## config.mk

```make
export PLATFORM = sky130hd
export DESIGN_NAME = lz4d_pipe
export DESIGN_NICKNAME = d
export VERILOG_FILES = /design/src/sv/lz4d_pkg.sv /design/src/sv/lz4d_pipe.sv
export SDC_FILE = /design/constraint.sdc
export NUM_CORES = 1
export LEC_CHECK = 0
export CAP_MARGIN = 15
export CORE_ASPECT_RATIO = 1.4
export CORE_UTILIZATION = 60
export CTS_BUF_LIST = sky130_fd_sc_hd__clkbuf_16
export CTS_CLUSTER_DIAMETER = 200
export DETAILED_ROUTE_END_ITERATION = 8
export DONT_BUFFER_PORTS = 1
export PLACE_DENSITY = 0.76
export SYNTH_ARGS = -nofsm -noshare
export SYNTH_HDL_FRONTEND = slang
export SYNTH_SLANG_ARGS = --single-unit
```

## constraint.sdc

```tcl
create_clock -name i_clk -period 2.7 [get_ports i_clk]
set_clock_uncertainty 0.05 [all_clocks]
set_input_delay 0.27 -clock i_clk [delete_from_list [all_inputs] [get_ports i_clk]]
set_output_delay 0.27 -clock i_clk [all_outputs]
set_load 0.03 [all_outputs]
```

## src/sv/lz4d_pkg.sv

```systemverilog
// Shared types and constants for the LZ4 block decompressor.
// Used by every module of the block but lz4d_ram; has no dependencies.
package lz4d_pkg;

    localparam int HIST_DEPTH = 65536;
    localparam int HIST_AW    = $clog2(HIST_DEPTH);
    localparam int LEN_W      = 31;
    localparam int CFG_AW     = 3;
    localparam int CFG_DW     = 32;

    localparam logic [LEN_W-1:0] OUT_SIZE_RESET = 31'd65536;
    localparam logic [LEN_W-1:0] RUN_MAX        = 31'h7FFF_FFFF;
    localparam logic [LEN_W-1:0] MIN_MATCH      = 31'd4;
    localparam logic [3:0]       NIB_MASK       = 4'hF;
    localparam logic [7:0]       EXT_BYTE       = 8'd255;

    // Register index, taken from paddr[2].
    localparam logic REG_OUTPUT_SIZE = 1'b0;

    localparam logic [1:0] ST_OK         = 2'd0;
    localparam logic [1:0] ST_BAD_OFFSET = 2'd1;
    localparam logic [1:0] ST_OVERRUN    = 2'd2;

    typedef enum logic [1:0] {
        OP_PUSH  = 2'd0,
        OP_PULL  = 2'd1,
        OP_START = 2'd2,
        OP_NOP   = 2'd3
    } t_opcode;

    typedef enum logic [2:0] {
        PH_TOKEN  = 3'd0,
        PH_LITEXT = 3'd1,
        PH_LIT    = 3'd2,
        PH_OFFLO  = 3'd3,
        PH_OFFHI  = 3'd4,
        PH_MATEXT = 3'd5,
        PH_COPY   = 3'd6,
        PH_HALT   = 3'd7
    } t_phase;

    // One decoded beat handed from the parser to the output pipeline.
    typedef struct packed {
        logic               from_ram;
        logic [7:0]         lit_byte;
        logic               wr_en;
        logic [HIST_AW-1:0] wr_addr;
        logic [HIST_AW-1:0] rd_addr;
        logic               out_valid;
        logic               accepted;
        logic               copy_pending;
        logic               block_done;
        logic [1:0]         status;
    } t_issue;

    typedef struct packed {
        logic               en;
        logic [HIST_AW-1:0] addr;
        logic [7:0]         data;
    } t_ram_wr;

endpackage

```

## src/sv/lz4d_pipe.sv

```systemverilog
// History read stage, write-back with forwarding, and output register.
// Depends on lz4d_pkg; drives the write port of the history RAM.
module lz4d_pipe
    import lz4d_pkg::*;
(
    input  logic       i_clk,
    input  logic       i_rst_n,
    input  logic       i_accept,
    input  t_issue     i_issue,
    input  logic [7:0] i_ram_q,
    output t_ram_wr    o_ram_wr,
    output logic       o_can_take,
    output logic       o_valid,
    input  logic       i_stall,
    output logic [7:0] o_out_byte,
    output logic       o_out_valid,
    output logic       o_accepted,
    output logic       o_copy_pending,
    output logic       o_block_done,
    output logic [1:0] o_status
);

    t_issue     r_b;
    logic       r_b_valid;
    logic       r_fwd_hit;
    logic [7:0] r_fwd_data;
    logic       r_o_valid;
    logic [7:0] r_o_byte;
    logic       r_o_out_valid;
    logic       r_o_accepted;
    logic       r_o_copy_pending;
    logic       r_o_block_done;
    logic [1:0] r_o_status;

    logic       b_move;
    logic [7:0] b_byte;

    assign b_move     = r_b_valid && (!r_o_valid || !i_stall);
    assign o_can_take = !r_b_valid || b_move;

    // The RAM is read-first, so a byte written in the cycle of the read
    // is taken from the write port instead.
    assign b_byte = r_b.from_ram ? (r_fwd_hit ? r_fwd_data : i_ram_q) : r_b.lit_byte;

    assign o_ram_wr.en   = b_move && r_b.wr_en;
    assign o_ram_wr.addr = r_b.wr_addr;
    assign o_ram_wr.data = b_byte;

    always_ff @(posedge i_clk) begin
        if (!i_rst_n) begin
            r_b_valid <= 1'b0;
            r_o_valid <= 1'b0;
        end else begin
            if (i_accept) begin
                r_b_valid <= 1'b1;
            end else if (b_move) begin
                r_b_valid <= 1'b0;
            end
            if (b_move) begin
                r_o_valid <= 1'b1;
            end else if (!i_stall) begin
                r_o_valid <= 1'b0;
            end
        end
    end

    always_ff @(posedge i_clk) begin
        if (i_accept) begin
            r_b        <= i_issue;
            r_fwd_hit  <= o_ram_wr.en && (r_b.wr_addr == i_issue.rd_addr);
            r_fwd_data <= b_byte;
        end
        if (b_move) begin
            r_o_byte         <= b_byte;
            r_o_out_valid    <= r_b.out_valid;
            r_o_accepted     <= r_b.accepted;
            r_o_copy_pending <= r_b.copy_pending;
            r_o_block_done   <= r_b.block_done;
            r_o_status       <= r_b.status;
        end
    end

    assign o_valid        = r_o_valid;
    assign o_out_byte     = r_o_byte;
    assign o_out_valid    = r_o_out_valid;
    assign o_accepted     = r_o_accepted;
    assign o_copy_pending = r_o_copy_pending;
    assign o_block_done   = r_o_block_done;
    assign o_status       = r_o_status;

endmodule

```

==> results.md <==
- Run status: finished clean
- Starting utilization of the core area: 64.15%
- Yosys warning count: 0
- Number of I/O pins: 101
- Yosys cell types: 19
- Dominant combinational cell family by area after synthesis: XOR/XNOR gates
- Die outline area: 3929 sq um
- Final hold viol count: 0
- Routed met1 length: 1403 microns
- Worst reg2reg path endpoint: o_out_byte[1]$_DFFE_PP_
- Post-synth EDFFs: 55
- Pin count of the biggest net entering global routing: 43
- Register cell area after layout: 1692 sq um
- Final design instance area without fill: 2740 sq um
- Placer's final routability congestion estimate: 0.6726
- Destination of the worst hold path: r_b[4]$_DFFE_PP_
- Number of nets in the final layout: 216
- Final worst path period share: 76.89%
- Clock Latency Late Sink: 310 ps
- Total Routed Length: 4185 microns
- Total negative slack: 0 ps
- Slack of the critical path: 623.8 ps
- Area of placed instances: 2123 sq um
- Via count of the routed design: 1127
- Slowest CP cell: sky130_fd_sc_hd__a21oi_1
- Die Wd: 53.26 microns
- Reg-to-reg setup timing slack: 890 ps
- Fill count: 190
- Required time at the endpoint of the critical path: 2380 ps
- RSZ-0062 raised after global routing: no
- Pins over their slew limit: 0
- Remaining global-route overflow: 0
- Cells on worst reg2reg path: 2
- Vert. Die Dim: 73.77 microns
- Clock root buffer: sky130_fd_sc_hd__clkbuf_16
- Met2 WL: 2357 microns
- Complex-gate fraction of the synthesized area: 2.381%
- Power after layout: 2334 uW
- Fmax: 0.4817 GHz
- Flop and latch count out of synthesis: 57
- Data arrival time at the worst-slack endpoint: 1760 ps
- Largest vdd supply drop: 0.9470 mV
- Multi-input gate area in the final layout: 377.9 sq um
- Clock tree from TritonCTS: yes
- Drt via density: 5.635
- CP cell instances: mux2i_1 -> a21oi_1
- Vias in the first global route: 1216
- IO buf count: 0
- Met3 Routed Length: 382 microns
- Setup Crit Path Kind: register to primary output
- Average footprint of a synthesized cell: 16.98 sq um
- Top flip-flop cell by instance count after synthesis: sky130_fd_sc_hd__edfxtp_1
- Detailed-route DRC error count: 0
- Max-cap violations: 0
- Leakage power of the design: 0.0009607 uW
- Critical Path Start: r_fwd_hit$_DFFE_PP_
- First-pass DRT Iterations: 4
- Detailed router's first-iteration violation count: 37
- Worst Hold Class: input port to register
- Worst Tran Pin Value: 909.7 ps
- Setup crit end kind: primary output
- Mux share of post-synthesis cell area: 3.628%
- Area overhead of the layout relative to synthesis: 24.15%
- Pre-CTS setup slack: 921.8 ps
- Clock tree sinks: 57
- Number of instances in the synthesized netlist: 130
- Delay contributed by the slowest stage of the critical path: 680 ps
- Final antenna-violating net count: 0
- Worst max-slew margin expressed relative to the limit: 39.15%
- Antenna violations before repair: 0
- Number of rows in the core area: 25
- Synth Area in XOR/XNOR: 6.349%
- Number of antenna diodes: 0
- Hold Path Origin: i_accept
- CTS Buf Count: 9
- Crit Path Max Fanout: 8
- Postcts setup bufs: 0
- First-pass GRT wire length: 5761 microns
- Number of H-tree branching levels: 3
- Uppermost layer routed: met4
- Overall routing resource usage: 22.73%
- Critical Path Source Type: register
- Buffer depth of the longest clock path: 2
- Power density relative to cell area: 851.9 nW/um^2
- Simple-gate portion of the synthesized area: 4.762%
- Share of final-layout standard cells stronger than drive strength 1: 8.750%
- Synth Net Count: 190
- Asr flop ratio synth: 0%
- Register area share after synthesis: 76.64%
- Area inside the core boundary: 3441 sq um
- Synth Area in Adders: 0%
- Average wire per standard cell: 20.93 microns
- HPWL Detailed: 2412 microns
- Syn Std Cell Area: 2207 sq um
- Count of final setup violators: 0
- Min Tclk post-route: 2076 ps
- Clock slew at reported path FFs: 50 ps
- Hold Path Depth: 0
- Worst R2R Start: r_fwd_hit$_DFFE_PP_
-- flip-flops by register name (all words and copies together) (netlist names) --
register / flops
o_valid: 1
o_status: 2
o_ram_wr: 16
r_b: 16
r_fwd_hit: 1
o_out_valid: 1
o_copy_pending: 1
o_accepted: 1
o_out_byte: 8
r_b_valid: 1
o_block_done: 1
r_fwd_data: 8
-- cells by family after synthesis --
kind of cell	Yosys count
AOI/OAI and AO/OA	10
buffers and inverters	20
and+or+nand+nor	19
DFF	57
xor gates and xnor gates	16
muxes	8
-- repair_timing --
item,in CTS,in global routing
hold endpoints to repair,32,20
hold buffers,32,2
resized for setup,0,0
-- critical path: cells and delay by family (launching register included) --
family,cells,cell delay (ps)
AOI/OAI and AO/OA,1,680
muxes,1,180
DFF,1,570
-- metal layers --
metal / track usage, % / vias up
li1: - / 513
met1: 21.46 / 534
met2: 39.17 / 76
met3: 11.18 / 4
met4: 11.40 / 0
met5: 0 / -
-- cell type report --
cell class | instances | share of cell area (%)
clock buffers | 9 | 8.219
clock inverters | 6 | 1.872
inverters | 1 | 0.1370
multi-input cells | 53 | 13.79
flip-flops and latches | 57 | 61.74
well taps | 40 | 1.826
repair buffers | 34 | 12.42
-- cells in the mapped netlist, drive strengths merged (2+ instances only) --
master	count	area share [%]
edfxtp	55	75
a21oi	9	2.0
nor2	8	1.4
nor4	2	1.1
buf	18	5.9
nand2	2	0.34
xnor2	12	4.8
nand4	3	0.85
mux2i	8	3.6
dfxtp	2	1.8
xor2	4	1.6
-- how the worst max path moves through the flow --
stage / to / slack, ps
6_report: o_ram_wr[1] / 620
3_5_place_dp: o_out_byte[5]$_DFFE_PP_ / 920
5_1_grt: o_ram_wr[3] / 530
3_3_place_gp: o_out_byte[3]$_DFFE_PP_ / 930
4_1_cts: o_ram_wr[6] / 630
2_1_floorplan: o_out_byte[4]$_DFFE_PP_ / 1050
-- cell usage in the layout, fill, tap and decap left out, types with 3 or more instances in the layout --
| cell | netlist | final |
|---|---|---|
| sky130_fd_sc_hd__edfxtp_1 | 55 | 55 |
| sky130_fd_sc_hd__dlygate4sd3_1 | 0 | 34 |
| sky130_fd_sc_hd__xnor2_1 | 12 | 12 |
| sky130_fd_sc_hd__a21oi_1 | 9 | 9 |
| sky130_fd_sc_hd__clkbuf_16 | 0 | 9 |
| sky130_fd_sc_hd__mux2i_1 | 8 | 8 |
| sky130_fd_sc_hd__nor2_1 | 8 | 8 |
| sky130_fd_sc_hd__xor2_1 | 4 | 4 |
| sky130_fd_sc_hd__nand4_1 | 3 | 3 |
-- through the flow --
step | hold WS [ps] | util, % | cells
after floorplan | 318.9 | - | 130
after global placement | 318.9 | 61.71 | 151
after detailed placement | 318.9 | 61.71 | 151
after CTS | 4.873 | 79.05 | 198
after global routing | -0.1722 | 79.64 | 200
final | 18.56 | 79.64 | 200
-- report_power, final --
part           internal [uW]  switching, uW  leakage, uW
Clock                    691            337     0.000141
Combinational           65.5           85.1     0.000272
Sequential              1050            101     0.000547
Total                   1810            523     0.000961
Power figures use the tool's default switching activity.
