`src/sv/lz4d_pkg.sv`:
```
// Shared types and constants for the LZ4 block decompressor.
// Used by every module of the block but lz4d_ram; has no dependencies.
package lz4d_pkg;

    localparam int HIST_DEPTH = 65536;
    localparam int HIST_AW    = $clog2(HIST_DEPTH);
    localparam int LEN_W      = 31;
    localparam int CFG_AW     = 3;
    localparam int CFG_DW     = 32;

    localparam logic [LEN_W-1:0] OUT_SIZE_RESET = 31'd65536;
    localparam logic [LEN_W-1:0] RUN_MAX        = 31'h7FFF_FFFF;
    localparam logic [LEN_W-1:0] MIN_MATCH      = 31'd4;
    localparam logic [3:0]       NIB_MASK       = 4'hF;
    localparam logic [7:0]       EXT_BYTE       = 8'd255;

    // Register index, taken from paddr[2].
    localparam logic REG_OUTPUT_SIZE = 1'b0;

    localparam logic [1:0] ST_OK         = 2'd0;
    localparam logic [1:0] ST_BAD_OFFSET = 2'd1;
    localparam logic [1:0] ST_OVERRUN    = 2'd2;

    typedef enum logic [1:0] {
        OP_PUSH  = 2'd0,
        OP_PULL  = 2'd1,
        OP_START = 2'd2,
        OP_NOP   = 2'd3
    } t_opcode;

    typedef enum logic [2:0] {
        PH_TOKEN  = 3'd0,
        PH_LITEXT = 3'd1,
        PH_LIT    = 3'd2,
        PH_OFFLO  = 3'd3,
        PH_OFFHI  = 3'd4,
        PH_MATEXT = 3'd5,
        PH_COPY   = 3'd6,
        PH_HALT   = 3'd7
    } t_phase;

    // One decoded beat handed from the parser to the output pipeline.
    typedef struct packed {
        logic               from_ram;
        logic [7:0]         lit_byte;
        logic               wr_en;
        logic [HIST_AW-1:0] wr_addr;
        logic [HIST_AW-1:0] rd_addr;
        logic               out_valid;
        logic               accepted;
        logic               copy_pending;
        logic               block_done;
        logic [1:0]         status;
    } t_issue;

    typedef struct packed {
        logic               en;
        logic [HIST_AW-1:0] addr;
        logic [7:0]         data;
    } t_ram_wr;

endpackage

```
`src/sv/lz4d_ctrl.sv`:
```
// Configuration register and LZ4 sequence parser of the decompressor.
// Depends on lz4d_pkg; emits one t_issue per accepted beat.
module lz4d_ctrl
    import lz4d_pkg::*;
(
    input  logic              i_clk,
    input  logic              i_rst_n,
    input  logic              psel,
    input  logic              penable,
    input  logic              pwrite,
    input  logic [CFG_AW-1:0] paddr,
    input  logic [CFG_DW-1:0] pwdata,
    output logic [CFG_DW-1:0] prdata,
    input  logic              i_accept,
    input  logic [1:0]        i_opcode,
    input  logic [7:0]        i_in_byte,
    output t_issue            o_issue
);

    t_phase             r_phase, n_phase;
    logic [3:0]         r_nib, n_nib;
    logic [LEN_W-1:0]   r_run, n_run;
    logic [HIST_AW-1:0] r_dist, n_dist;
    logic [LEN_W-1:0]   r_bw, n_bw;
    logic [1:0]         r_status, n_status;
    logic [LEN_W-1:0]   r_osize;

    logic [LEN_W:0]     ext_sum;
    logic [LEN_W-1:0]   ext_sat;
    logic [LEN_W-1:0]   bw_inc;
    logic [LEN_W-1:0]   run_dec;
    logic [HIST_AW-1:0] dist_full;
    logic               bw_full;
    logic               dist_bad;
    logic               err_set;
    logic [1:0]         err_code;
    t_issue             iss;

    always_ff @(posedge i_clk) begin
        if (!i_rst_n) begin
            r_osize <= OUT_SIZE_RESET;
        end else if (psel && penable && pwrite && paddr[2] == REG_OUTPUT_SIZE) begin
            r_osize <= pwdata[LEN_W-1:0];
        end
    end

    assign prdata = (paddr[2] == REG_OUTPUT_SIZE) ? {1'b0, r_osize} : '0;

    // Extension bytes; the final match extension byte also adds the minimum match.
    assign ext_sum = {1'b0, r_run} + {{(LEN_W-7){1'b0}}, i_in_byte}
                   + ((r_phase == PH_MATEXT && i_in_byte != EXT_BYTE)
                      ? {1'b0, MIN_MATCH} : '0);
    assign ext_sat   = ext_sum[LEN_W] ? RUN_MAX : ext_sum[LEN_W-1:0];
    assign bw_inc    = r_bw + 1'b1;
    assign run_dec   = r_run - 1'b1;
    assign bw_full   = (r_bw >= r_osize);
    assign dist_full = {i_in_byte, r_dist[7:0]};
    assign dist_bad  = (dist_full == '0) ||
                       ({{(LEN_W-HIST_AW){1'b0}}, dist_full} > r_bw);

    always_comb begin
        n_phase  = r_phase;
        n_nib    = r_nib;
        n_run    = r_run;
        n_dist   = r_dist;
        n_bw     = r_bw;
        n_status = r_status;
        err_set  = 1'b0;
        err_code = ST_OK;
        iss              = '0;
        iss.accepted     = 1'b1;
        iss.wr_addr      = r_bw[HIST_AW-1:0];
        iss.rd_addr      = r_bw[HIST_AW-1:0] - r_dist;

        unique case (t_opcode'(i_opcode))
            OP_PUSH: begin
                if (r_phase == PH_COPY) begin
                    iss.accepted = 1'b0;
                end else begin
                    unique case (r_phase)
                        PH_TOKEN: begin
                            n_nib = i_in_byte[3:0];
                            n_run = {{(LEN_W-4){1'b0}}, i_in_byte[7:4]};
                            if (i_in_byte[7:4] == NIB_MASK) begin
                                n_phase = PH_LITEXT;
                            end else if (i_in_byte[7:4] != 4'd0) begin
                                n_phase = PH_LIT;
                            end else begin
                                n_phase = bw_full ? PH_HALT : PH_OFFLO;
                            end
                        end
                        PH_LITEXT: begin
                            n_run = ext_sat;
                            if (i_in_byte != EXT_BYTE) begin
                                if (ext_sat != '0) begin
                                    n_phase = PH_LIT;
                                end else begin
                                    n_phase = bw_full ? PH_HALT : PH_OFFLO;
                                end
                            end
                        end
                        PH_LIT: begin
                            if (bw_full) begin
                                err_set  = 1'b1;
                                err_code = ST_OVERRUN;
                            end else begin
                                iss.wr_en     = 1'b1;
                                iss.out_valid = 1'b1;
                                iss.lit_byte  = i_in_byte;
                                n_bw          = bw_inc;
                                n_run         = run_dec;
                                if (run_dec == '0) begin
                                    n_phase = (bw_inc >= r_osize) ? PH_HALT : PH_OFFLO;
                                end
                            end
                        end
                        PH_OFFLO: begin
                            n_dist  = {{(HIST_AW-8){1'b0}}, i_in_byte};
                            n_phase = PH_OFFHI;
                        end
                        PH_OFFHI: begin
                            n_dist = dist_full;
                            if (dist_bad) begin
                                err_set  = 1'b1;
                                err_code = ST_BAD_OFFSET;
                            end else if (r_nib == NIB_MASK) begin
                                n_run   = {{(LEN_W-4){1'b0}}, NIB_MASK};
                                n_phase = PH_MATEXT;
                            end else begin
                                n_run   = {{(LEN_W-4){1'b0}}, r_nib} + MIN_MATCH;
                                n_phase = PH_COPY;
                            end
                        end
                        PH_MATEXT: begin
                            n_run = ext_sat;
                            if (i_in_byte != EXT_BYTE) begin
                                n_phase = PH_COPY;
                            end
                        end
                        PH_COPY: begin
                            n_phase = r_phase;
                        end
                        PH_HALT: begin
                            n_phase = r_phase;
                        end
                    endcase
                end
            end
            OP_PULL: begin
                if (r_phase == PH_COPY) begin
                    if (bw_full) begin
                        err_set  = 1'b1;
                        err_code = ST_OVERRUN;
                    end else begin
                        iss.from_ram  = 1'b1;
                        iss.wr_en     = 1'b1;
                        iss.out_valid = 1'b1;
                        n_bw          = bw_inc;
                        n_run         = run_dec;
                        if (run_dec == '0) begin
                            n_phase = PH_TOKEN;
                        end
                    end
                end
            end
            OP_START: begin
                n_phase  = PH_TOKEN;
                n_nib    = '0;
                n_run    = '0;
                n_dist   = '0;
                n_bw     = '0;
                n_status = ST_OK;
            end
            OP_NOP: begin
                n_phase = r_phase;
            end
        endcase

        if (err_set) begin
            n_phase = PH_HALT;
            if (r_status == ST_OK) begin
                n_status = err_code;
            end
        end

        iss.copy_pending = (n_phase == PH_COPY);
        iss.block_done   = (n_bw >= r_osize);
        iss.status       = n_status;
    end

    always_ff @(posedge i_clk) begin
        if (!i_rst_n) begin
            r_phase <= PH_TOKEN;
        end else if (i_accept) begin
            r_phase <= n_phase;
        end
    end

    always_ff @(posedge i_clk) begin
        if (!i_rst_n) begin
            r_nib    <= '0;
            r_run    <= '0;
            r_dist   <= '0;
            r_bw     <= '0;
            r_status <= ST_OK;
        end else if (i_accept) begin
            r_nib    <= n_nib;
            r_run    <= n_run;
            r_dist   <= n_dist;
            r_bw     <= n_bw;
            r_status <= n_status;
        end
    end

    assign o_issue = iss;

endmodule

```
`config.mk`:
```
export PLATFORM = sky130hd
export DESIGN_NAME = lz4d_ctrl
export DESIGN_NICKNAME = d
export VERILOG_FILES = /design/src/sv/lz4d_pkg.sv /design/src/sv/lz4d_ctrl.sv
export SDC_FILE = /design/constraint.sdc
export NUM_CORES = 1
export LEC_CHECK = 0
export ABC_AREA = 1
export BUFFER_PORTS_ARGS = -buffer_cell sky130_fd_sc_hd__buf_2
export CELL_PAD_IN_SITES_DETAIL_PLACEMENT = 0
export CELL_PAD_IN_SITES_GLOBAL_PLACEMENT = 1
export CORE_MARGIN = 1
export CORE_UTILIZATION = 43
export CTS_CLUSTER_SIZE = 8
export DETAILED_ROUTE_END_ITERATION = 8
export PLACE_DENSITY_LB_ADDON = 0.3
export SLEW_MARGIN = 10
export SYNTH_ARGS = -nofsm -noshare
export SYNTH_HDL_FRONTEND = slang
export SYNTH_SLANG_ARGS = --single-unit
```
`constraint.sdc`:
```
create_clock -name i_clk -period 5.62 [get_ports i_clk]
set_input_delay 0.843 -clock i_clk [delete_from_list [all_inputs] [get_ports i_clk]]
set_output_delay 0.843 -clock i_clk [all_outputs]
set_load 0.02 [all_outputs]
```
==> flow_summary.html, run 1 <==
<table>
<tr><th>Metric</th><th>Value</th></tr>
<tr><th colspan="2">Outcome</th></tr>
<tr><td>Run status</td><td>finished, final reports clean</td></tr>
<tr><th colspan="2">Power and ir drop</th></tr>
<tr><td>Internal Dissipation</td><td>2.164 mW</td></tr>
<tr><td>Worst IR Drop VDD</td><td>0.0002088 V</td></tr>
<tr><td>Proportion of power drawn by the clock network</td><td>29.4%</td></tr>
<tr><td>Combinational Power Share</td><td>45.7%</td></tr>
<tr><td>Fraction of power consumed by sequential logic</td><td>24.9%</td></tr>
<tr><td>Net switching power</td><td>1.661 mW</td></tr>
<tr><td>Switching share of power</td><td>43.42%</td></tr>
<tr><td>Static Leakage</td><td>8.448 nW</td></tr>
<tr><td>Power density over the cells</td><td>227.6 nW/um^2</td></tr>
<tr><th colspan="2">Setup path</th></tr>
<tr><td>CP max FO</td><td>7</td></tr>
<tr><td>Crit path capture type</td><td>output port</td></tr>
<tr><td>Reg-to-reg startpoint</td><td>r_phase[0]$_SDFFE_PN0P_</td></tr>
<tr><td>Critical Path Sink</td><td>o_issue[2]</td></tr>
<tr><td>R2R cell count</td><td>28</td></tr>
<tr><td>Startpoint class of the critical path</td><td>flop</td></tr>
<tr><td>Setup slack of the most critical reg-to-reg path</td><td>1.67 ns</td></tr>
<tr><td>R2r endpoint</td><td>r_phase[0]$_SDFFE_PN0P_</td></tr>
<tr><td>Required time of the worst setup path</td><td>4.78 ns</td></tr>
<tr><td>Start point of the critical path</td><td>r_osize[20]$_SDFFE_PN0P_</td></tr>
<tr><td>Crit path kind</td><td>flop to output port</td></tr>
<tr><td>Data arrival at the endpoint of the critical path</td><td>4.59 ns</td></tr>
<tr><th colspan="2">STA</th></tr>
<tr><td>Setup repair after global routing missed its margin</td><td>yes</td></tr>
<tr><td>Setup TNS Final</td><td>0 ns</td></tr>
<tr><td>Worst slew margin relative to its limit</td><td>19.84%</td></tr>
<tr><td>Transition time of the tightest slew-check pin</td><td>1.202 ns</td></tr>
<tr><td>Post-route worst setup slack</td><td>0.1837 ns</td></tr>
<tr><td>Final count of pins violating max slew</td><td>0</td></tr>
<tr><td>F_max</td><td>184.0 MHz</td></tr>
<tr><td>Final Hold Violating Endpoints</td><td>0</td></tr>
<tr><td>Final critical-path required period</td><td>5.436 ns</td></tr>
<tr><td>Final hold slack</td><td>0.4669 ns</td></tr>
<tr><td>Final worst clock skew</td><td>0.01550 ns</td></tr>
<tr><td>Final period utilization</td><td>96.73%</td></tr>
<tr><td>Setup-failing EPs final</td><td>0</td></tr>
<tr><th colspan="2">Logic synthesis</th></tr>
<tr><td>Summed instance area of the synthesized netlist</td><td>14470 sq um</td></tr>
<tr><td>Synth unique cells</td><td>62</td></tr>
<tr><td>Yosys synthesis warning count</td><td>0</td></tr>
<tr><td>Dominant register cell in the synthesized netlist</td><td>sky130_fd_sc_hd__dfxtp_1</td></tr>
<tr><td>Cells after synthesis</td><td>2427</td></tr>
<tr><td>Mapped Nets</td><td>2629</td></tr>
<tr><td>Average cell area after synthesis</td><td>5.962 sq um</td></tr>
<tr><td>Seq/Total Area, Yosys</td><td>16.33%</td></tr>
<tr><td>Number of synthesized flops with an enable pin</td><td>0</td></tr>
<tr><td>Ys async rst share</td><td>0%</td></tr>
<tr><td>Synth Register Bits</td><td>118</td></tr>
<tr><th colspan="2">Floorplan</th></tr>
<tr><td>Count of pins on the block boundary</td><td>131</td></tr>
<tr><td>Chip width</td><td>185.4 um</td></tr>
<tr><td>Number of placement rows</td><td>66</td></tr>
<tr><td>Y dimension of the die</td><td>185.4 um</td></tr>
<tr><td>Area of the placeable core</td><td>32780 sq um</td></tr>
<tr><td>Initial core utilization</td><td>44.13%</td></tr>
<tr><td>Die outline area</td><td>34390 sq um</td></tr>
<tr><th colspan="2">Placed design</th></tr>
<tr><td>Placed Cells incl. Taps</td><td>2952</td></tr>
<tr><td>Buffers on Ports</td><td>126</td></tr>
<tr><td>RePlAce Congestion</td><td>0.9380</td></tr>
<tr><td>Minimum setup slack after placement</td><td>0.004691 ns</td></tr>
<tr><td>HPWL after detailed placement</td><td>40600 um</td></tr>
<tr><th colspan="2">Global route</th></tr>
<tr><td>Vias in the first global route</td><td>14980</td></tr>
<tr><td>All-layer global routing usage</td><td>30.93%</td></tr>
<tr><td>Global-route wire length before repair</td><td>82290 um</td></tr>
<tr><td>Initial antenna violation count</td><td>0</td></tr>
<tr><td>Pin count of the biggest net entering global routing</td><td>66</td></tr>
<tr><td>GRT overflow</td><td>0</td></tr>
<tr><th colspan="2">Cells and area</th></tr>
<tr><td>Area added between synthesis and finish</td><td>16.13%</td></tr>
<tr><td>Number of inserted diodes</td><td>0</td></tr>
<tr><td>Number of fill cells in the layout</td><td>3424</td></tr>
<tr><td>Final core area utilization</td><td>51.25%</td></tr>
<tr><td>Fraction of final layout cells with drive strength greater than 1</td><td>16.03%</td></tr>
<tr><td>Final std cells w/o fill</td><td>3006</td></tr>
<tr><td>Net total in the final layout</td><td>2754</td></tr>
<tr><th colspan="2">Min path</th></tr>
<tr><td>Class of the worst hold path</td><td>flop to flop</td></tr>
<tr><th colspan="2">Drt</th></tr>
<tr><td>Routed wire length per instance</td><td>17.80 um</td></tr>
<tr><td>DRC violations left</td><td>0</td></tr>
<tr><td>Detailed-route via count</td><td>16540</td></tr>
<tr><td>First drt pass iteration count</td><td>8</td></tr>
<tr><td>Vias/cell</td><td>5.502</td></tr>
<tr><td>Number of nets with antenna violations after detailed routing</td><td>0</td></tr>
<tr><td>Iteration-0 DRC count of the detailed router</td><td>1317</td></tr>
<tr><td>Routed wire length</td><td>53500 um</td></tr>
<tr><th colspan="2">CTS</th></tr>
<tr><td>Largest buffer count on any clock path</td><td>2</td></tr>
<tr><td>Number of clock sinks</td><td>118</td></tr>
<tr><td>Number of buffers created by CTS</td><td>17</td></tr>
<tr><td>Depth of the CTS H-tree</td><td>4</td></tr>
<tr><td>Root Buffer</td><td>sky130_fd_sc_hd__clkbuf_16</td></tr>
<tr><td>CTS tree</td><td>yes</td></tr>
<tr><td>Worst-path clk slew</td><td>0.06 ns</td></tr>
<tr><td>Cts-stage hold buffer count</td><td>0</td></tr>
<tr><td>Worst-skew pair later-pin latency</td><td>0.44 ns</td></tr>
<tr><th colspan="2">Run</th></tr>
<tr><td>Number of maximum-capacitance constraint violations</td><td>0</td></tr>
</table>
[cell families (layout without fill, tap and decap cells)]
group	count (synthesis)	after routing	share of synthesized area, %
compound gates	533	533	19.78
flops	118	118	16.33
xor+xnor	61	61	3.848
fa+ha+maj	151	151	13.21
other cells	1	1	0.02592
buf+inv	467	603	13.53
simple gates	1096	1097	33.28
[routing by layer]
metal / part of all wire [%] / vias up / track usage (%) / wire [um]
met5: 0 / - / 0 / 0
met2: 46 / 581 / 51.13 / 24630
met3: 5.6 / 103 / 3.657 / 2980
met1: 45 / 7612 / 40.48 / 23950
li1: - / 8242 / - / -
met4: 3.6 / 0 / 12.79 / 1943
[flip-flops by register name (all words and copies together) (netlist names)]
register / flops
r_phase: 3
r_run: 31
r_nib: 4
r_bw: 31
r_osize: 31
r_dist: 16
r_status: 2
[power by group through the flow]
stage | Sequential (mW) | Clock (mW) | Combinational [mW]
floorplan | 0.939 | 0 | 1.14
global placement | 0.964 | 0 | 1.55
detailed placement | 0.965 | 0 | 1.58
CTS | 0.946 | 1.14 | 1.60
global route | 0.959 | 1.17 | 1.93
finish | 0.953 | 1.12 | 1.75
[critical path, stage by stage, from the launching register on]
cell                        delay, ns
sky130_fd_sc_hd__dfxtp_1         0.32
sky130_fd_sc_hd__inv_2           0.07
sky130_fd_sc_hd__ha_1            0.31
sky130_fd_sc_hd__a21oi_1         0.18
sky130_fd_sc_hd__nor2_1          0.08
sky130_fd_sc_hd__nor2_1          0.11
sky130_fd_sc_hd__nand3_2         0.11
sky130_fd_sc_hd__a21oi_4         0.21
sky130_fd_sc_hd__nand3_4         0.24
sky130_fd_sc_hd__buf_8           0.22
sky130_fd_sc_hd__buf_4           0.13
sky130_fd_sc_hd__nand2_1         0.05
sky130_fd_sc_hd__nand3_1         0.07
sky130_fd_sc_hd__o211ai_1        0.10
sky130_fd_sc_hd__inv_1           0.07
sky130_fd_sc_hd__o21bai_2        0.21
sky130_fd_sc_hd__inv_2           0.07
sky130_fd_sc_hd__ha_4            0.26
sky130_fd_sc_hd__nand2_1         0.06
sky130_fd_sc_hd__nor3_2          0.22
sky130_fd_sc_hd__nand4_1         0.20
sky130_fd_sc_hd__nor4_2          0.28
sky130_fd_sc_hd__a21boi_1        0.11
sky130_fd_sc_hd__o21ai_1         0.14
sky130_fd_sc_hd__nand2_1         0.07
sky130_fd_sc_hd__o2111ai_1       0.10
sky130_fd_sc_hd__buf_4           0.18
[worst min-delay path by stage]
stage | depth (start not counted) | start | end | slack [ns]
6_report | 2 | r_dist[13]$_SDFFE_PN0P_ | r_dist[13]$_SDFFE_PN0P_ | 0.47
5_1_grt | 2 | r_dist[13]$_SDFFE_PN0P_ | r_dist[13]$_SDFFE_PN0P_ | 0.49
3_3_place_gp | 2 | r_dist[11]$_SDFFE_PN0P_ | r_dist[11]$_SDFFE_PN0P_ | 0.45
2_1_floorplan | 2 | r_dist[11]$_SDFFE_PN0P_ | r_dist[11]$_SDFFE_PN0P_ | 0.44
3_5_place_dp | 2 | r_dist[13]$_SDFFE_PN0P_ | r_dist[13]$_SDFFE_PN0P_ | 0.46
4_1_cts | 2 | r_dist[13]$_SDFFE_PN0P_ | r_dist[13]$_SDFFE_PN0P_ | 0.47
[cell usage in the layout (no fill, tap or decap), types with 6 or more instances in the layout]
master / n
sky130_fd_sc_hd__a211oi_1: 8
sky130_fd_sc_hd__a21oi_1: 197
sky130_fd_sc_hd__a21oi_2: 7
sky130_fd_sc_hd__a31oi_1: 10
sky130_fd_sc_hd__buf_2: 125
sky130_fd_sc_hd__buf_4: 100
sky130_fd_sc_hd__clkbuf_16: 18
sky130_fd_sc_hd__dfxtp_1: 114
sky130_fd_sc_hd__ha_1: 135
sky130_fd_sc_hd__ha_4: 13
sky130_fd_sc_hd__inv_1: 306
sky130_fd_sc_hd__inv_2: 28
sky130_fd_sc_hd__nand2_1: 552
sky130_fd_sc_hd__nand2_2: 12
sky130_fd_sc_hd__nand3_1: 139
sky130_fd_sc_hd__nand3_2: 9
sky130_fd_sc_hd__nand4_1: 58
sky130_fd_sc_hd__nor2_1: 240
sky130_fd_sc_hd__nor2_2: 27
sky130_fd_sc_hd__nor2_4: 12
sky130_fd_sc_hd__nor3_1: 14
sky130_fd_sc_hd__nor4_1: 13
sky130_fd_sc_hd__o211ai_1: 18
sky130_fd_sc_hd__o21ai_0: 182
sky130_fd_sc_hd__o21ai_1: 64
sky130_fd_sc_hd__o21ai_2: 10
sky130_fd_sc_hd__o22ai_1: 8
sky130_fd_sc_hd__xnor2_1: 6
sky130_fd_sc_hd__xor2_1: 52
[synth_stat cells (9+ instances only)]
cell / number / area share, %
sky130_fd_sc_hd__nand3_1: 143 / 4.9
sky130_fd_sc_hd__nand4_1: 58 / 2.5
sky130_fd_sc_hd__o211ai_1: 18 / 0.93
sky130_fd_sc_hd__inv_1: 326 / 8.5
sky130_fd_sc_hd__nor2_2: 22 / 0.95
sky130_fd_sc_hd__ha_1: 148 / 13
sky130_fd_sc_hd__buf_2: 33 / 1.1
sky130_fd_sc_hd__o21ai_1: 59 / 2.0
sky130_fd_sc_hd__nand2_1: 555 / 14
sky130_fd_sc_hd__a21oi_1: 203 / 7.0
sky130_fd_sc_hd__buf_4: 30 / 1.6
sky130_fd_sc_hd__nand2_2: 9 / 0.39
sky130_fd_sc_hd__xor2_1: 52 / 3.1
sky130_fd_sc_hd__inv_2: 9 / 0.23
sky130_fd_sc_hd__nor2_4: 12 / 0.93
sky130_fd_sc_hd__dfxtp_1: 118 / 16
sky130_fd_sc_hd__nor3_1: 16 / 0.55
sky130_fd_sc_hd__nor2_1: 245 / 6.4
sky130_fd_sc_hd__buf_1: 10 / 0.26
sky130_fd_sc_hd__nor4_1: 16 / 0.69
sky130_fd_sc_hd__a31oi_1: 10 / 0.43
sky130_fd_sc_hd__o21ai_0: 194 / 6.7
sky130_fd_sc_hd__clkbuf_1: 45 / 1.2
[timing repair]
item,4_1_cts,5_1_grt
gates cloned,0,3
setup buffers,5,15
resized for setup,5,98
endpoints found under the setup margin,2,2
pin swaps,1,26
[metrics by stage]
stage          area, sq um  total power [mW]
2_1_floorplan        14470             2.075
3_3_place_gp         15630             2.518
3_5_place_dp         15630             2.540
4_1_cts              16250             3.688
5_1_grt              16800             4.061
6_report             16800             3.824
[layout make-up]
cell class	instances	area, sq um	area share (%)
timing repair inverter	1	8.758	0.05213
tap	442	553.0	3.291
clock inverter	9	102.6	0.6106
multi-input combinational	1843	10480	62.39
sequential	118	2367	14.09
clock buffer	22	464.2	2.763
timing repair buffer	234	1534	9.129
inverter	337	1290	7.677
No activity file was read; power rests on OpenSTA's default activity.
==> run 2: changes to the inputs <==
==> constraint.sdc (replaced) <==
create_clock -name i_clk -period 5.62 [get_ports i_clk]
set_input_delay 0.843 -clock i_clk [delete_from_list [all_inputs] [get_ports i_clk]]
set_output_delay 0.843 -clock i_clk [all_outputs]
set_load 0.01 [all_outputs]
==> run 2 against run 1 <==
  * First-iteration DRC count fell by 11%
  * Non-clock buffer count fell by 11
  * Via count fell by 1.8%
  * Die area did not move
  * Hold slack improved by 0.0013 ns
  * Sequential cell count did not move
  * Routed wire length fell by 2.1%
  * Final cell count fell by 0.37%
  * Clock skew rose by 0.0022 ns
  * Critical path type unchanged
==> flow_summary.html, run 2 (same netlist as run 1, synthesis figures left out) <==
<table>
<tr><th>Metric</th><th>Value</th></tr>
<tr><th colspan="2">Cells and area</th></tr>
<tr><td>Most common cell after layout, fill and taps aside</td><td>sky130_fd_sc_hd__nand2_1</td></tr>
<tr><td>Post-route cell area</td><td>16390 sq um (-2.5%)</td></tr>
<tr><td>Net total in the final layout</td><td>2742 (-0.44%)</td></tr>
<tr><td>Commonest cells after routing, fill and taps aside</td><td>sky130_fd_sc_hd__nand2_1 (555), sky130_fd_sc_hd__inv_1 (319), sky130_fd_sc_hd__nor2_1 (243)</td></tr>
<tr><td>Number of inserted diodes</td><td>0 (unchanged)</td></tr>
<tr><td>Fraction of final layout cells with drive strength greater than 1</td><td>13.83% (-2.2 points)</td></tr>
<tr><td>Area added between synthesis and finish</td><td>13.27%</td></tr>
<tr><td>Biggest registers after layout</td><td>r_bw x31, r_osize x31, r_run x31</td></tr>
<tr><td>Number of fill cells in the layout</td><td>3546 (+3.6%)</td></tr>
<tr><th colspan="2">Floorplan</th></tr>
<tr><td>Initial core utilization</td><td>44.13% (unchanged)</td></tr>
<tr><td>Area of the placeable core</td><td>32780 sq um (unchanged)</td></tr>
<tr><td>Chip width</td><td>185.4 um (unchanged)</td></tr>
<tr><td>Number of placement rows</td><td>66 (unchanged)</td></tr>
<tr><td>Count of pins on the block boundary</td><td>131 (unchanged)</td></tr>
<tr><td>Y dimension of the die</td><td>185.4 um (unchanged)</td></tr>
<tr><td>Die outline area</td><td>34390 sq um (unchanged)</td></tr>
<tr><th colspan="2">Run</th></tr>
<tr><td>Number of maximum-capacitance constraint violations</td><td>0 (unchanged)</td></tr>
<tr><th colspan="2">CTS</th></tr>
<tr><td>Number of clock sinks</td><td>118 (unchanged)</td></tr>
<tr><td>Number of buffers created by CTS</td><td>17 (unchanged)</td></tr>
<tr><td>Depth of the CTS H-tree</td><td>4 (unchanged)</td></tr>
<tr><td>Largest buffer count on any clock path</td><td>2 (unchanged)</td></tr>
<tr><td>CTS tree</td><td>yes</td></tr>
<tr><td>Root Buffer</td><td>sky130_fd_sc_hd__clkbuf_16</td></tr>
<tr><td>Worst-path clk slew</td><td>0.06 ns (about the same)</td></tr>
<tr><td>Cts-stage hold buffer count</td><td>0 (unchanged)</td></tr>
<tr><td>Worst-skew pair later-pin latency</td><td>0.44 ns (about the same)</td></tr>
<tr><th colspan="2">Power and ir drop</th></tr>
<tr><td>Total design power</td><td>3.687 mW (-3.6%)</td></tr>
<tr><td>Power density over the cells</td><td>224.9 nW/um^2 (-1.2%)</td></tr>
<tr><td>Worst IR Drop VDD</td><td>0.0002182 V (+4.5%)</td></tr>
<tr><td>Static Leakage</td><td>8.318 nW (-1.5%)</td></tr>
<tr><th colspan="2">STA</th></tr>
<tr><td>Final worst clock skew</td><td>0.01774 ns (+0.002238 ns)</td></tr>
<tr><td>Setup-failing EPs final</td><td>0 (unchanged)</td></tr>
<tr><td>F_max</td><td>185.3 MHz (+0.75%)</td></tr>
<tr><td>Final hold slack</td><td>0.4683 ns (+0.001321 ns)</td></tr>
<tr><td>Final critical-path required period</td><td>5.396 ns (-0.04027 ns)</td></tr>
<tr><td>Setup repair after global routing missed its margin</td><td>yes</td></tr>
<tr><td>Transition time of the tightest slew-check pin</td><td>1.191 ns (-0.01178 ns)</td></tr>
<tr><td>Worst slew margin relative to its limit</td><td>20.51% (+0.67 points)</td></tr>
<tr><td>Final count of pins violating max slew</td><td>0 (unchanged)</td></tr>
<tr><td>Final period utilization</td><td>96.01% (-0.72 points)</td></tr>
<tr><td>Final Hold Violating Endpoints</td><td>0 (unchanged)</td></tr>
<tr><th colspan="2">Drt</th></tr>
<tr><td>Vias/cell</td><td>5.422 (-1.5%)</td></tr>
<tr><td>Routed wire length per instance</td><td>17.50 um (-1.7%)</td></tr>
<tr><td>DRC violations left</td><td>0 (unchanged)</td></tr>
<tr><td>Number of nets with antenna violations after detailed routing</td><td>0 (unchanged)</td></tr>
<tr><td>Routed wire length</td><td>52400 um (-2.1%)</td></tr>
<tr><td>Iteration-0 DRC count of the detailed router</td><td>1166 (-11%)</td></tr>
<tr><td>First drt pass iteration count</td><td>7 (-1)</td></tr>
<tr><td>Detailed-route via count</td><td>16240 (-1.8%)</td></tr>
<tr><th colspan="2">Global route</th></tr>
<tr><td>Initial antenna violation count</td><td>0 (unchanged)</td></tr>
<tr><td>Pin count of the biggest net entering global routing</td><td>66 (unchanged)</td></tr>
<tr><td>Global-route wire length before repair</td><td>81850 um (-0.53%)</td></tr>
<tr><td>GRT overflow</td><td>0 (unchanged)</td></tr>
<tr><td>All-layer global routing usage</td><td>30.80% (-0.13 points)</td></tr>
<tr><td>Vias in the first global route</td><td>15260 (+1.8%)</td></tr>
<tr><th colspan="2">Setup path</th></tr>
<tr><td>R2r endpoint</td><td>r_phase[0]$_SDFFE_PN0P_</td></tr>
<tr><td>R2R cell count</td><td>27 (-3.6%)</td></tr>
<tr><td>Start point of the critical path</td><td>r_bw[0]$_SDFFE_PN0P_</td></tr>
<tr><td>Setup slack of the most critical reg-to-reg path</td><td>1.62 ns (-0.05 ns)</td></tr>
<tr><td>Crit path capture type</td><td>output port</td></tr>
<tr><td>Critical Path Sink</td><td>o_issue[2]</td></tr>
<tr><td>Data arrival at the endpoint of the critical path</td><td>4.55 ns (-0.04 ns)</td></tr>
<tr><td>Required time of the worst setup path</td><td>4.78 ns (about the same)</td></tr>
<tr><td>Reg-to-reg startpoint</td><td>r_phase[0]$_SDFFE_PN0P_</td></tr>
<tr><td>CP max FO</td><td>18 (+11)</td></tr>
<tr><td>Crit path kind</td><td>flop to output port</td></tr>
<tr><td>Startpoint class of the critical path</td><td>flop</td></tr>
<tr><th colspan="2">Min path</th></tr>
<tr><td>Class of the worst hold path</td><td>flop to flop</td></tr>
<tr><th colspan="2">Placed design</th></tr>
<tr><td>Total cell area at the placement stage</td><td>15620 sq um (about the same)</td></tr>
<tr><td>Buffers on Ports</td><td>126 (unchanged)</td></tr>
<tr><td>RePlAce Congestion</td><td>0.9473 (+0.99%)</td></tr>
<tr><td>HPWL after detailed placement</td><td>40690 um (+0.24%)</td></tr>
<tr><th colspan="2">Outcome</th></tr>
<tr><td>Run status</td><td>finished, final reports clean</td></tr>
</table>
## run 2: cell types whose count changed in the layout (fill, tap and decap cells not counted), moves of 7 or more
cell / change
sky130_fd_sc_hd__buf_4: -7
sky130_fd_sc_hd__inv_2: -13
sky130_fd_sc_hd__ha_1: +12
sky130_fd_sc_hd__ha_4: -12
sky130_fd_sc_hd__o21ai_0: +9
sky130_fd_sc_hd__inv_1: +13
## run 2: area by class of cell
cell class	count	area, sq um	share of cell area, %
timing repair buffer	223	1385	8.451
multi-input combinational	1842	10230	62.41
timing repair inverter	1	8.758	0.05344
clock inverter	13	133.9	0.8169
sequential	118	2365	14.43
clock buffer	19	432.9	2.641
tap	442	553.0	3.374
inverter	337	1282	7.825
## run 2: report_power, final
| part | switching (mW) | total, mW | internal (mW) | leakage [nW] |
|---|---|---|---|---|
| Clock | 0.471 | 1.12 | 0.650 | 0.272 |
| Combinational | 1.06 | 1.62 | 0.555 | 7.08 |
| Sequential | 0.0638 | 0.950 | 0.886 | 0.968 |
| Total | 1.60 | 3.69 | 2.09 | 8.32 |
## run 2: timing repair
| item | in CTS | in global routing |
|---|---|---|
| resized for setup | 3 | 31 |
| pin swaps | 0 | 8 |
| setup endpoints to repair | 1 | 2 |
| gates cloned | 0 | 1 |
| buffers inserted | 0 | 11 |
## run 2: per-stage QoR
| stage | worst slack, ns | setup TNS, ns | instances | utilization (%) |
|---|---|---|---|---|
| 2_1_floorplan | 1.116 | 0 | 2427 | - |
| 3_3_place_gp | 0.1447 | 0 | 2951 | 47.65 |
| 3_5_place_dp | 0.1300 | 0 | 2951 | 47.65 |
| 4_1_cts | 0.02569 | 0 | 2983 | 49.40 |
| 5_1_grt | -0.07288 | -0.07288 | 2995 | 49.99 |
| 6_report | 0.2240 | 0 | 2995 | 49.99 |
## run 2: worst max-delay path: stages, from the launching register on
cell and delay [ns]:
sky130_fd_sc_hd__dfxtp_1 0.32, sky130_fd_sc_hd__inv_1 0.15, sky130_fd_sc_hd__ha_1 0.35, sky130_fd_sc_hd__nand4_1 0.17, sky130_fd_sc_hd__nor4_4 0.36, sky130_fd_sc_hd__nand2_1 0.14
sky130_fd_sc_hd__nand3_4 0.11, sky130_fd_sc_hd__buf_12 0.15, sky130_fd_sc_hd__nor2_8 0.06, sky130_fd_sc_hd__buf_4 0.15, sky130_fd_sc_hd__nand2_4 0.07, sky130_fd_sc_hd__inv_6 0.07
sky130_fd_sc_hd__nand2_1 0.06, sky130_fd_sc_hd__nand3_1 0.06, sky130_fd_sc_hd__o21bai_1 0.25, sky130_fd_sc_hd__inv_1 0.08, sky130_fd_sc_hd__ha_1 0.30, sky130_fd_sc_hd__nand2_1 0.06
sky130_fd_sc_hd__nor3_2 0.17, sky130_fd_sc_hd__nand4_1 0.20, sky130_fd_sc_hd__nor4_2 0.19, sky130_fd_sc_hd__a21boi_0 0.13, sky130_fd_sc_hd__o21ai_0 0.17, sky130_fd_sc_hd__nand2_1 0.07
sky130_fd_sc_hd__o2111ai_1 0.08, sky130_fd_sc_hd__buf_2 0.16
## run 2: how the worst min path moves through the flow
| stage | cells after the start | start | to | slack, ns |
|---|---|---|---|---|
| final | 2 | r_dist[13]$_SDFFE_PN0P_ | r_dist[13]$_SDFFE_PN0P_ | 0.47 |
| after detailed placement | 2 | r_dist[11]$_SDFFE_PN0P_ | r_dist[11]$_SDFFE_PN0P_ | 0.46 |
| after CTS | 2 | r_dist[11]$_SDFFE_PN0P_ | r_dist[11]$_SDFFE_PN0P_ | 0.47 |
| after global placement | 2 | r_dist[11]$_SDFFE_PN0P_ | r_dist[11]$_SDFFE_PN0P_ | 0.45 |
| after floorplan | 2 | r_dist[11]$_SDFFE_PN0P_ | r_dist[11]$_SDFFE_PN0P_ | 0.44 |
| after global routing | 2 | r_dist[13]$_SDFFE_PN0P_ | r_dist[13]$_SDFFE_PN0P_ | 0.48 |
## run 2: per-layer routing
| metal | wire length, um | share of wire (%) | GRT usage (%) |
|---|---|---|---|
| met2 | 24330 | 46 | 52.34 |
| met1 | 23550 | 45 | 39.75 |
| met3 | 2876 | 5.5 | 3.264 |
| met4 | 1640 | 3.1 | 11.74 |
| met5 | 0 | 0 | 0 |
==> run 3: changes to the inputs <==
--- a/config.mk
+++ b/config.mk
@@ -10,7 +10,8 @@
 export CELL_PAD_IN_SITES_DETAIL_PLACEMENT = 0
 export CELL_PAD_IN_SITES_GLOBAL_PLACEMENT = 1
 export CORE_MARGIN = 1
-export CORE_UTILIZATION = 43
+export CORE_UTILIZATION = 35
+export CTS_BUF_LIST = sky130_fd_sc_hd__clkbuf_4 sky130_fd_sc_hd__clkbuf_8 sky130_fd_sc_hd__clkbuf_16
 export CTS_CLUSTER_SIZE = 8
 export DETAILED_ROUTE_END_ITERATION = 8
 export PLACE_DENSITY_LB_ADDON = 0.3
==> run 3 against run 2 <==
  * Global-route usage fell by 4.5 points
  * First-iteration DRC count is 3.3% higher
  * Largest cell class unchanged
  * Setup slack worse by 0.052 ns
  * Clock-buffer cell count did not move
  * Sequential share of layout area down 0.33 points
  * Largest power group unchanged
  * Cell area up 2.5%
  * Final cell count is 3.8% higher
  * Critical path type unchanged
  * Routed wire length is 5.4% higher
  * Critical path depth increased by 3
  * Critical endpoint unchanged
==> flow_summary.html, run 3 (same netlist as run 1, synthesis figures left out) <==
<table>
<tr><th>Metric</th><th>Value</th></tr>
<tr><th colspan="2">Power and ir drop</th></tr>
<tr><td>Worst IR Drop VDD</td><td>0.0001402 V (-36%)</td></tr>
<tr><td>Static Leakage</td><td>8.445 nW (+1.5%)</td></tr>
<tr><td>Power density over the cells</td><td>221.8 nW/um^2 (-1.4%)</td></tr>
<tr><th colspan="2">Setup path</th></tr>
<tr><td>Reg-to-reg startpoint</td><td>r_phase[0]$_SDFFE_PN0P_</td></tr>
<tr><td>Start point of the critical path</td><td>r_osize[8]$_SDFFE_PN0P_</td></tr>
<tr><td>R2r endpoint</td><td>r_phase[0]$_SDFFE_PN0P_</td></tr>
<tr><td>Largest stage delay on the critical path</td><td>0.39 ns (+0.03 ns)</td></tr>
<tr><td>Critical Path Sink</td><td>o_issue[2]</td></tr>
<tr><td>Most frequent cell on the critical path</td><td>sky130_fd_sc_hd__nand2_1</td></tr>
<tr><td>Crit path kind</td><td>flop to output port</td></tr>
<tr><td>Data arrival at the endpoint of the critical path</td><td>4.61 ns (+0.06 ns)</td></tr>
<tr><td>Setup slack of the most critical reg-to-reg path</td><td>1.65 ns (+0.03 ns)</td></tr>
<tr><td>Startpoint class of the critical path</td><td>flop</td></tr>
<tr><td>R2R cell count</td><td>28 (+3.7%)</td></tr>
<tr><td>Required time of the worst setup path</td><td>4.78 ns (about the same)</td></tr>
<tr><td>Critical Path Slowest Stage Cell</td><td>sky130_fd_sc_hd__nor4_2</td></tr>
<tr><td>CP max FO</td><td>5 (-13)</td></tr>
<tr><td>Crit path capture type</td><td>output port</td></tr>
<tr><th colspan="2">Cells and area</th></tr>
<tr><td>Net total in the final layout</td><td>2765 (+0.84%)</td></tr>
<tr><td>Number of inserted diodes</td><td>0 (unchanged)</td></tr>
<tr><td>Total area of sequential cells</td><td>2369 sq um (+0.16%)</td></tr>
<tr><td>Final core area utilization</td><td>41.14% (-8.9 points)</td></tr>
<tr><td>Area used by multi-input combinational logic</td><td>10320 sq um (+0.92%)</td></tr>
<tr><td>Fraction of final layout cells with drive strength greater than 1</td><td>15.57% (+1.7 points)</td></tr>
<tr><td>Area added between synthesis and finish</td><td>16.08%</td></tr>
<tr><td>Number of fill cells in the layout</td><td>4459 (+26%)</td></tr>
<tr><td>Commonest cells after routing, fill and taps aside</td><td>sky130_fd_sc_hd__nand2_1 (553), sky130_fd_sc_hd__inv_1 (312), sky130_fd_sc_hd__nor2_1 (240)</td></tr>
<tr><td>Most common cell after layout, fill and taps aside</td><td>sky130_fd_sc_hd__nand2_1</td></tr>
<tr><td>Biggest registers after layout</td><td>r_bw x31, r_osize x31, r_run x31</td></tr>
<tr><th colspan="2">Global route</th></tr>
<tr><td>All-layer global routing usage</td><td>26.30% (-4.5 points)</td></tr>
<tr><td>Initial antenna violation count</td><td>0 (unchanged)</td></tr>
<tr><td>Vias in the first global route</td><td>15250 (-0.066%)</td></tr>
<tr><td>GRT overflow</td><td>0 (unchanged)</td></tr>
<tr><td>Global-route wire length before repair</td><td>84870 um (+3.7%)</td></tr>
<tr><td>Pin count of the biggest net entering global routing</td><td>66 (unchanged)</td></tr>
<tr><th colspan="2">CTS</th></tr>
<tr><td>Number of buffers created by CTS</td><td>17 (unchanged)</td></tr>
<tr><td>Worst-path clk slew</td><td>0.06 ns (about the same)</td></tr>
<tr><td>Largest buffer count on any clock path</td><td>2 (unchanged)</td></tr>
<tr><td>Depth of the CTS H-tree</td><td>4 (unchanged)</td></tr>
<tr><td>Number of clock sinks</td><td>118 (unchanged)</td></tr>
<tr><td>Root Buffer</td><td>sky130_fd_sc_hd__clkbuf_16</td></tr>
<tr><td>CTS tree</td><td>yes</td></tr>
<tr><td>Cts-stage hold buffer count</td><td>0 (unchanged)</td></tr>
<tr><td>Worst-skew pair later-pin latency</td><td>0.47 ns (+0.03 ns)</td></tr>
<tr><th colspan="2">STA</th></tr>
<tr><td>Worst slew margin relative to its limit</td><td>17.21% (-3.3 points)</td></tr>
<tr><td>Final critical-path required period</td><td>5.448 ns (+0.05247 ns)</td></tr>
<tr><td>F_max</td><td>183.5 MHz (-0.96%)</td></tr>
<tr><td>Setup TNS Final</td><td>0 ns (unchanged)</td></tr>
<tr><td>Setup-failing EPs final</td><td>0 (unchanged)</td></tr>
<tr><td>Post-route worst setup slack</td><td>0.1715 ns (-0.05247 ns)</td></tr>
<tr><td>Final period utilization</td><td>96.95% (+0.93 points)</td></tr>
<tr><td>Final Hold Violating Endpoints</td><td>0 (unchanged)</td></tr>
<tr><td>Transition time of the tightest slew-check pin</td><td>1.240 ns (+0.04951 ns)</td></tr>
<tr><td>Final count of pins violating max slew</td><td>0 (unchanged)</td></tr>
<tr><td>Final worst clock skew</td><td>0.008651 ns (-0.009089 ns)</td></tr>
<tr><th colspan="2">Outcome</th></tr>
<tr><td>Run status</td><td>finished, final reports clean</td></tr>
<tr><th colspan="2">Min path</th></tr>
<tr><td>Class of the worst hold path</td><td>flop to flop</td></tr>
<tr><th colspan="2">Drt</th></tr>
<tr><td>Vias/cell</td><td>5.276 (-2.7%)</td></tr>
<tr><td>Routed wire length</td><td>55220 um (+5.4%)</td></tr>
<tr><td>Detailed-route via count</td><td>16400 (+0.99%)</td></tr>
<tr><td>Routed wire length per instance</td><td>17.77 um (+1.5%)</td></tr>
<tr><td>Iteration-0 DRC count of the detailed router</td><td>1205 (+3.3%)</td></tr>
<tr><td>Number of nets with antenna violations after detailed routing</td><td>0 (unchanged)</td></tr>
<tr><td>DRC violations left</td><td>0 (unchanged)</td></tr>
<tr><td>First drt pass iteration count</td><td>6 (-1)</td></tr>
<tr><th colspan="2">Floorplan</th></tr>
<tr><td>Initial core utilization</td><td>35.44% (-8.7 points)</td></tr>
<tr><td>Count of pins on the block boundary</td><td>131 (unchanged)</td></tr>
<tr><td>Number of placement rows</td><td>74 (+12%)</td></tr>
<tr><td>Die outline area</td><td>42160 sq um (+23%)</td></tr>
<tr><td>Y dimension of the die</td><td>205.3 um (+11%)</td></tr>
<tr><td>Chip width</td><td>205.3 um (+11%)</td></tr>
<tr><td>Area of the placeable core</td><td>40830 sq um (+25%)</td></tr>
<tr><th colspan="2">Placed design</th></tr>
<tr><td>Buffers on Ports</td><td>126 (unchanged)</td></tr>
<tr><td>RePlAce Congestion</td><td>0.9483 (+0.11%)</td></tr>
<tr><td>HPWL after detailed placement</td><td>42650 um (+4.8%)</td></tr>
<tr><td>Minimum setup slack after placement</td><td>0.1937 ns (+0.06377 ns)</td></tr>
<tr><th colspan="2">Run</th></tr>
<tr><td>Number of maximum-capacitance constraint violations</td><td>0 (unchanged)</td></tr>
</table>
## run 3: layout make-up
| cell class | instances | share of cell area, % |
|---|---|---|
| multi-input combinational | 1843 | 61.46 |
| clock inverter | 13 | 0.7300 |
| timing repair inverter | 1 | 0.05215 |
| clock buffer | 19 | 2.697 |
| tap | 532 | 3.963 |
| sequential | 118 | 14.10 |
| inverter | 337 | 7.636 |
| timing repair buffer | 245 | 9.364 |
## run 3: worst max-delay path, delay by kind of cell, from the launching register on
kind | cells | cell delay (ns)
compound gates | 8 | 1.06
fa+ha+maj | 2 | 0.62
buf+inv | 6 | 0.80
flops | 1 | 0.32
simple gates | 12 | 1.33
## run 3: repair_timing
action,in CTS,in global routing
resized for setup,14,49
buffers inserted,12,2
pin swaps,9,11
setup endpoints to repair,1,2
gates cloned,1,1
## run 3: worst min-delay path by stage
stage                                  startpoint                       to  cells past startpoint  slack, ns
after detailed placement  r_dist[13]$_SDFFE_PN0P_  r_dist[13]$_SDFFE_PN0P_                      2       0.46
after global placement    r_dist[14]$_SDFFE_PN0P_  r_dist[14]$_SDFFE_PN0P_                      2       0.46
final                     r_dist[13]$_SDFFE_PN0P_  r_dist[13]$_SDFFE_PN0P_                      2       0.46
after CTS                 r_dist[13]$_SDFFE_PN0P_  r_dist[13]$_SDFFE_PN0P_                      2       0.46
after global routing      r_dist[13]$_SDFFE_PN0P_  r_dist[13]$_SDFFE_PN0P_                      2       0.49
after floorplan           r_dist[11]$_SDFFE_PN0P_  r_dist[11]$_SDFFE_PN0P_                      2       0.44
## run 3: per-stage QoR
stage          total power, mW  instance area, sq um  std cells  hold slack (ns)
5_1_grt                  3.959                 16800       3108           0.4933
4_1_cts                  3.696                 16620       3105           0.4643
3_5_place_dp             2.523                 15890       3060           0.4550
2_1_floorplan            2.032                 14470       2427           0.4409
3_3_place_gp             2.498                 15890       3060           0.4556
6_report                 3.725                 16800       3108           0.4623
## run 3: layer usage
layer / track usage [%] / vias to the layer above / share of wire [%]
met3: 3.896 / 87 / 5.4
li1: - / 8264 / -
met5: 0 / - / 0
met2: 43.47 / 529 / 46
met1: 34.42 / 7519 / 46
met4: 9.709 / 0 / 2.9
## run 3: report_power, final
part	internal (mW)	total (mW)	leakage (nW)	switching (mW)
Sequential	0.886	0.949	0.968	0.0634
Clock	0.634	1.13	0.272	0.492
Combinational	0.566	1.65	7.20	1.08
Total	2.09	3.72	8.44	1.64
